===== src/design/pflt_pkg.sv =====
// Shared types and constants for the packet flow log table.
package pflt_pkg;

    localparam logic [1:0] OP_RECORD = 2'd0;
    localparam logic [1:0] OP_CLEAR  = 2'd1;
    localparam logic [1:0] OP_READ   = 2'd2;

    localparam logic [7:0]  PROTO_TCP = 8'd6;
    localparam logic [7:0]  PROTO_UDP = 8'd17;
    localparam logic [31:0] COUNT_MAX = 32'hFFFF_FFFF;

    // One table entry as stored.
    typedef struct packed {
        logic [31:0] src_addr;
        logic [31:0] dst_addr;
        logic [15:0] l4_src;
        logic [15:0] l4_dst;
        logic [7:0]  proto;
        logic [2:0]  hook;
        logic [7:0]  action;
        logic [31:0] reason;
        logic [31:0] stamp;
        logic [31:0] count;
    } entry_t;

    // Controller to datapath.
    typedef struct packed {
        logic load;       // latch input item, start scan at 0
        logic scan_step;  // compare entry at scan index, advance
        logic write_new;  // write new entry at fill or oldest slot
        logic write_hit;  // update matched entry
        logic read_req;   // read entry at read_index
        logic clear;      // empty table
        logic emit;       // register result
    } dp_cmd_t;

    // Datapath to controller.
    typedef struct packed {
        logic scan_done;  // all candidates compared
        logic hit;        // a match was found
        logic is_record;
        logic is_read;
        logic is_clear;
    } dp_stat_t;

endpackage


===== src/design/pflt_ctrl.sv =====
// Sequencer for the packet flow log table.
module pflt_ctrl (
    input  logic              aclk,
    input  logic              aresetn,
    input  logic              in_fire,
    input  logic              out_free,
    input  pflt_pkg::dp_stat_t stat,
    output logic              in_ready,
    output logic              out_load,
    output pflt_pkg::dp_cmd_t cmd
);
    typedef enum logic [2:0] {
        S_IDLE, S_DECODE, S_SCAN, S_WRITE, S_SETTLE, S_EMIT
    } state_t;

    state_t state_reg, state_next;

    always_comb begin
        state_next = state_reg;
        cmd        = '0;
        in_ready   = 1'b0;
        out_load   = 1'b0;
        case (state_reg)
            S_IDLE: begin
                in_ready = 1'b1;
                if (in_fire) begin
                    cmd.load   = 1'b1;
                    state_next = S_DECODE;
                end
            end
            S_DECODE: begin
                if (stat.is_record) begin
                    state_next = S_SCAN;
                end else if (stat.is_read) begin
                    cmd.read_req = 1'b1;
                    state_next   = S_SETTLE;
                end else begin
                    cmd.clear  = stat.is_clear;
                    state_next = S_SETTLE;
                end
            end
            S_SCAN: begin
                if (stat.hit || stat.scan_done) begin
                    state_next = S_WRITE;
                end else begin
                    cmd.scan_step = 1'b1;
                end
            end
            S_WRITE: begin
                cmd.write_hit = stat.hit;
                cmd.write_new = !stat.hit;
                state_next    = S_SETTLE;
            end
            S_SETTLE: begin
                cmd.emit   = 1'b1;
                state_next = S_EMIT;
            end
            S_EMIT: begin
                if (out_free) begin
                    out_load   = 1'b1;
                    state_next = S_IDLE;
                end
            end
            default: state_next = S_IDLE;
        endcase
    end

    always_ff @(posedge aclk) begin
        if (!aresetn) begin
            state_reg <= S_IDLE;
        end else begin
            state_reg <= state_next;
        end
    end
endmodule


===== config.mk =====
export PLATFORM = sky130hd
export DESIGN_NAME = pflt_ctrl
export DESIGN_NICKNAME = d
export VERILOG_FILES = /design/src/design/pflt_pkg.sv /design/src/design/pflt_ctrl.sv
export SDC_FILE = /design/constraint.sdc
export NUM_CORES = 1
export LEC_CHECK = 0
export ABC_AREA = 1
export BUFFER_PORTS_ARGS = -buffer_cell sky130_fd_sc_hd__buf_2
export CORE_AREA = 5 5 42 44
export DETAILED_ROUTE_END_ITERATION = 7
export DIE_AREA = 0 0 47 49
export PLACE_DENSITY = 0.49
export SYNTH_ARGS = -nofsm -noshare
export SYNTH_HDL_FRONTEND = slang
export SYNTH_SLANG_ARGS = --single-unit
export TNS_END_PERCENT = 20

===== constraint.sdc =====
create_clock -name aclk -period 1.7 [get_ports aclk]
set_input_delay 0.255 -clock aclk [delete_from_list [all_inputs] [get_ports aclk]]
set_output_delay 0.255 -clock aclk [all_outputs]
set_load 0.1 [all_outputs]

==> results of run 1 <==
==> per-stage QoR <==
step | util | hold slack [ns] | TNS (ns)
5_1_grt | 0.354 | 0.309 | 0
4_1_cts | 0.354 | 0.287 | 0
3_3_place_gp | 0.335 | 0.525 | 0
6_report | 0.354 | 0.284 | 0
2_1_floorplan | - | 0.387 | -2.79
3_5_place_dp | 0.335 | 0.526 | 0
==> final timing paths <==
check,endpoint,startpoint
max reg2reg,state_reg[0]$_SDFFE_PN0P_,state_reg[0]$_SDFFE_PN0P_
min reg2reg,state_reg[1]$_SDFFE_PN0P_,state_reg[1]$_SDFFE_PN0P_
max,in_ready,state_reg[0]$_SDFFE_PN0P_
min,state_reg[1]$_SDFFE_PN0P_,aresetn
==> power groups by stage <==
stage / Combinational (W) / Clock [W] / Sequential, W
global route: 0.000269 / 0.000133 / 0.0000991
finish: 0.000255 / 0.000125 / 0.0000971
floorplan: 0.000200 / 0 / 0.0000907
detailed placement: 0.000257 / 0 / 0.0000981
CTS: 0.000258 / 0.000131 / 0.0000969
global placement: 0.000257 / 0 / 0.0000977
==> cell usage after synthesis (all sizes together) <==
cell | count | area share
a21oi | 4 | 0.090
buf | 1 | 0.019
dfxtp | 3 | 0.23
inv | 9 | 0.13
nand2 | 7 | 0.12
nand3 | 5 | 0.15
nor2 | 10 | 0.16
nor3 | 3 | 0.076
nor3b | 1 | 0.028
==> placed cells by master (no fill, tap or decap), types with 2 or more instances in the layout <==
| cell | instances |
|---|---|
| nand2_2 | 2 |
| nand3_2 | 3 |
| buf_12 | 6 |
| nor2_1 | 8 |
| clkbuf_4 | 3 |
| inv_2 | 3 |
| nand3_1 | 2 |
| buf_2 | 11 |
| nand2_1 | 5 |
| a21oi_1 | 3 |
| nor3_2 | 3 |
| dfxtp_1 | 2 |
| nor2_2 | 2 |
| inv_1 | 6 |
==> area by class of cell <==
type                            instances  area, µm²
Timing Repair Buffer                   17        175
Multi-Input combinational cell         30        180
Inverter                                9       33.8
Clock buffer                            4       26.3
Tap cell                               16       20.0
Fill cell                             162        905
Sequential cell                         3       61.3
==> worst max-delay path, stage by stage, from the launching register on <==
cell and delay [ns]:
dfxtp_1 0.36, nor2_2 0.21, nand2_1 0.09, inv_1 0.05, buf_2 0.41
==> what timing repair did <==
item                       4_1_cts  5_1_grt
hold buffers                     0        0
setup endpoints to repair        0        2
gates resized for setup          0        1
==> layer usage <==
layer / vias to the layer above / GRT usage
li1: 172 / -
met5: - / 0
met1: 136 / 0.0744
met3: 0 / 0.0369
met4: 0 / 0.0415
met2: 16 / 0.0950
==> kinds of logic (layout without fill, tap and decap cells) <==
kind of cell,count (synthesis),in the layout,synth area share
AND/OR/NAND/NOR,26,26,0.536
buffers and inverters,10,30,0.147
flip-flops,3,3,0.227
AO/OA/AOI/OAI,4,4,0.0900
==> impl_results.md, run 1 <==
* Metal1 wirelength at just under 300 µm
* Distinct cells, synth at 15
* Cell Count, Final, Fillers Out at 79
* WHS Path Cells at 3
* Max-slew headroom at 0.676
* Worst-margin pin slew at 0.490 ns
* Met2 wire len at 332 µm
* Crit. End Element: output pin
* Max cap viols at 0
* Slew Limit Fails at 0
* GP Congestion at approximately 0.7
* Sw frac at 0.502
* Highest Clock Rate at between 0.6 and 0.7 GHz
* Pin count of the biggest net entering global routing at 9
* Die height at roughly 50 µm
* Post-CTS Setup Bufs at 0
* Critical path type: flop to output pin
* Root Buffer: clkbuf_4
* Outcome: complete, no violations
* Setup slack, reg-to-reg at 0.74 ns
* Final-report setup violation count at 0
* Combinational power share at 0.535
* Overflow left after global routing at 0
* Sw power at 0.000240 W
* Worst skew pair latency at 0.23 ns
* Total die area at 2300 µm²
* Sink Count at 3
* Max reg flops at 3
* DR iter-0 viols at 2
* Worst setup SP type: flop
* Final ANT Viol Nets at 0
* CTS tree: yes
* R2R cell count at 5
* Worst slack, placed at 0.311 ns
* Vias in the first global route at 299
* Maximum VDD drop at 0.276 mV
* GRT Overall Usage at 0.0668
* Leakage power at ~0.25 nW
* Seq pwr share at 0.204
* Dpl cell area at 469 µm²
* Site Rows at 14
* Final Power at 0.000477 W
* CP Max Fanout at 5
* Clock share of power at 0.261
* WL final at 747 µm
* DR top layer: met3
* Placed Cells at 75
* Core footprint at 1400 µm²
* ANT cells at 0
* Critical path data required time at 1.44 ns
* Io pins at 18
* Power density relative to cell area at 960 nW/µm²
* CTS clk-pin slew, worst paths at 0.04 ns
* Post-synthesis sequential area ratio at 0.227
* WP data arrival at 1.37 ns
* Final instance area at 497 µm²
* Cell Area, Synth at 264 µm²
* Final Cycle Share at 0.953
* P&R area growth vs syn at 88.2%
* Min-Delay Path Class: input port to flop
* Synth warn at 0
* DRC at 0
* DP HPWL at 631 µm
* Final Hold Fails at 0
* I/O Buffers at 17
* Post-route minimum period at 1.62 ns
* Int Power at 0.000237 W
* Vias/cell at 4.10
* Longest Clk Path Bufs at 2
* Syn nets at 52
* First-pass GRT wire length at between 1000 and 1500 µm
* Via count at 324
* TritonCTS buffer count at 3
* Metal3 WL at 123 µm
* Drt wl/cell at 9.46 µm
* Skew final at slightly below 0.0002 ns
* Initial antenna violation count at 0
* Worst Setup Slack, final at ~0.079 ns
* Syn_area_per_cell at 6.14 µm²
* Share of cells above drive strength 1 at 0.571
* Nets at 73
* RSZ-0062 raised after global routing: false
* CTS H-Tree Depth at 1
* Syn Inst Count at 43
* Flops & latches, synth at 3
* Starting density of the core at 0.188
* Pre-Repair DR Iteration Count at 2
* Chip Width at about 47 µm
Power figures use the tool's default switching activity.
==> inputs of run 2 (changes only) <==
PLACE_DENSITY = 0.51   (was 0.49)
clock period = 1.4 ns   (was 1.7 ns; I/O delays follow)
==> run 2 against run 1 <==
Against the previous run:
- sequential share of layout area is 1.6 points lower
- hold slack worse by 0.053 ns
- final area is 34% higher
- critical path depth is 1 lower
- clock-buffer cell count stayed put
- via count is 6.5% higher
- sequential power is 43% higher
- core utilization is 12 points higher
- cell count is 1.3% higher
- global-route usage is 1.2 points higher
- die area stayed put
- routed wire length is 9.0% higher
- critical endpoint is now cmd[3]
==> impl_results.md, run 2 (synthesized netlist as in run 1, its figures left out) <==
* Pre-Repair DR Iteration Count at 1 (-1)
* Final-report setup violation count at 0 (unchanged)
* I/O Buffers at 17 (unchanged)
* Critical path's largest stage delay at 0.46 ns (+0.05 ns)
* Vias in the first global route at 342 (+14%)
* Share of cells above drive strength 1 at 0.719 (+0.147)
* Worst path cell trace: inv_8 > nor3b_4 > buf_12
* Worst-margin pin slew at 0.249 ns (-0.240 ns)
* CTS clk-pin slew, worst paths at 0.04 ns (about the same)
* Setup TNS at 0 ns (unchanged)
* Worst skew pair latency at 0.23 ns (about the same)
* Sw power at 0.000349 W (+46%)
* CTS Hold Bufs at 0 (unchanged)
* Seq pwr share at 0.197 (-0.007)
* Crit path buffers/inverters at 2 (unchanged)
* Sink Count at 3 (unchanged)
* Sequential cell area at 71.3 µm² (+16%)
* Clock share of power at 0.209 (-0.052)
* CTS H-Tree Depth at 1 (unchanged)
* Crit. End Element: output pin
* Longest Clk Path Bufs at 2 (unchanged)
* Initial antenna violation count at 0 (unchanged)
* Critical path type: flop to output pin
* Leakage power at 0.291 nW (+17%)
* Overflow left after global routing at 0 (unchanged)
* Chip Width at 47 µm (unchanged)
* GP Congestion at 0.729 (+3.8%)
* Final Util at 0.475 (+0.121)
* Highest Clock Rate at 0.716 GHz
* Area occupied by multi-input gates at 272 µm² (+51%)
* Worst setup SP type: flop
* Worst path slowest cell: dfxtp_4
* Die height at 49 µm (unchanged)
* Max reg flops at 3 (unchanged)
* Maximum VDD drop at 0.630 mV (+130%)
* Slew Limit Fails at 0 (unchanged)
* Nets at 74 (+1.4%)
* P&R area growth vs syn at 152%
* Cell Count, Final, Fillers Out at 80 (+1.3%)
* Min-Delay Path Class: input port to flop
* Pin count of the biggest net entering global routing at 9 (unchanged)
* Most frequent cells in the layout: buf_12 (9), buf_2 (8), nor2_4 (5), inv_1 (5), nor2_1 (4)
* Drt wl/cell at 10.2 µm (+7.6%)
* DP HPWL at 646 µm (+2.4%)
* Skew final at 0.00546 ns (+0.00527 ns)
* DR iter-0 viols at 0 (-2)
* Power density relative to cell area at 1060 nW/µm² (+10%)
* CP Max Fanout at 8 (+3)
* Top delay family on crit path: flip-flops
* Combinational power share at 0.594 (+0.059)
* TritonCTS buffer count at 3 (unchanged)
* Root Buffer: clkbuf_4
* RSZ-0062 raised after global routing: true
* Max cap viols at 0 (unchanged)
* ANT cells at 0 (unchanged)
* Sw frac at 0.495 (-0.00728)
* Via count at 345 (+6.5%)
* Commonest non-fill, non-tap cell in the layout: buf_12
* WL final at 814 µm (+9.0%)
* Placed Cells at 75 (unchanged)
* Site Rows at 14 (unchanged)
* WP data arrival at 1.19 ns (-0.18 ns)
* Vias/cell at 4.31 (+5.2%)
* Int Power at 0.000356 W (+50%)
* Final Cycle Share at 0.998
* Io pins at 18 (unchanged)
* Outcome: complete, no violations
* Starting density of the core at 0.188 (unchanged)
* Critical path data required time at 1.19 ns (-0.25 ns)
* CTS tree: yes
* Post-route minimum period at 1.40 ns
* First-pass GRT wire length at 1340 µm (+19%)
* GRT Overall Usage at 0.0788 (+0.0120)
* Core footprint at 1400 µm² (unchanged)
* Final Hold Fails at 0 (unchanged)
* Number of fill cells at 141 (-13%)
* DRC at 0 (unchanged)
* Max-slew headroom at 0.833 (+0.157)
* Final ANT Viol Nets at 0 (unchanged)
* Total die area at 2300 µm² (unchanged)
-- run 2: worst min-delay path, cell delays in order --
cell     delay (ns)
buf_2          0.10
inv_1          0.07
a21oi_1        0.04
-- run 2: area by class of cell --
type,instances,share of cell area
repair buffers,18,0.342
clock buffers,4,0.0395
multi-input cells,30,0.408
inverters,9,0.0733
well taps,16,0.0301
flip-flops and latches,3,0.107
-- run 2: power by group through the flow --
stage / Sequential [W] / Clock, W / Combinational [W]
after global routing: 0.000141 / 0.000164 / 0.000440
after detailed placement: 0.000129 / 0 / 0.000384
after CTS: 0.000131 / 0.000155 / 0.000389
final: 0.000139 / 0.000148 / 0.000419
after global placement: 0.000128 / 0 / 0.000381
after floorplan: 0.000117 / 0 / 0.000282
-- run 2: worst paths after layout --
path	start	to	slack [ns]	cells past startpoint
max reg2reg	state_reg[2]$_SDFFE_PN0P_	state_reg[2]$_SDFFE_PN0P_	0.43	6
min reg2reg	state_reg[1]$_SDFFE_PN0P_	state_reg[1]$_SDFFE_PN0P_	0.60	2
min	aresetn	state_reg[2]$_SDFFE_PN0P_	0.23	3
max	state_reg[1]$_SDFFE_PN0P_	cmd[3]	0.003	3
-- run 2: what timing repair did --
action / CTS / global route
resized for setup: 4 / 11
hold endpoints to repair: 0 / 0
setup endpoints to repair: 7 / 6
buffers inserted: 0 / 1
pin swaps: 1 / 3
-- run 2: per-stage QoR --
stage | setup WS (ns) | hold slack, ns | power (W) | cell area [µm²]
4_1_cts | -0.0285 | 0.226 | 0.000675 | 617
2_1_floorplan | -0.162 | 0.334 | 0.000398 | 353
5_1_grt | -0.0353 | 0.227 | 0.000746 | 666
6_report | 0.00282 | 0.231 | 0.000705 | 666
3_3_place_gp | 0.187 | 0.468 | 0.000510 | 578
3_5_place_dp | 0.173 | 0.472 | 0.000513 | 578
-- run 2: layer usage --
layer / GRT usage / routed length, µm
met5: 0 / 0
met4: 0.0415 / 0
met3: 0.0258 / 44
met2: 0.127 / 466
met1: 0.0877 / 304
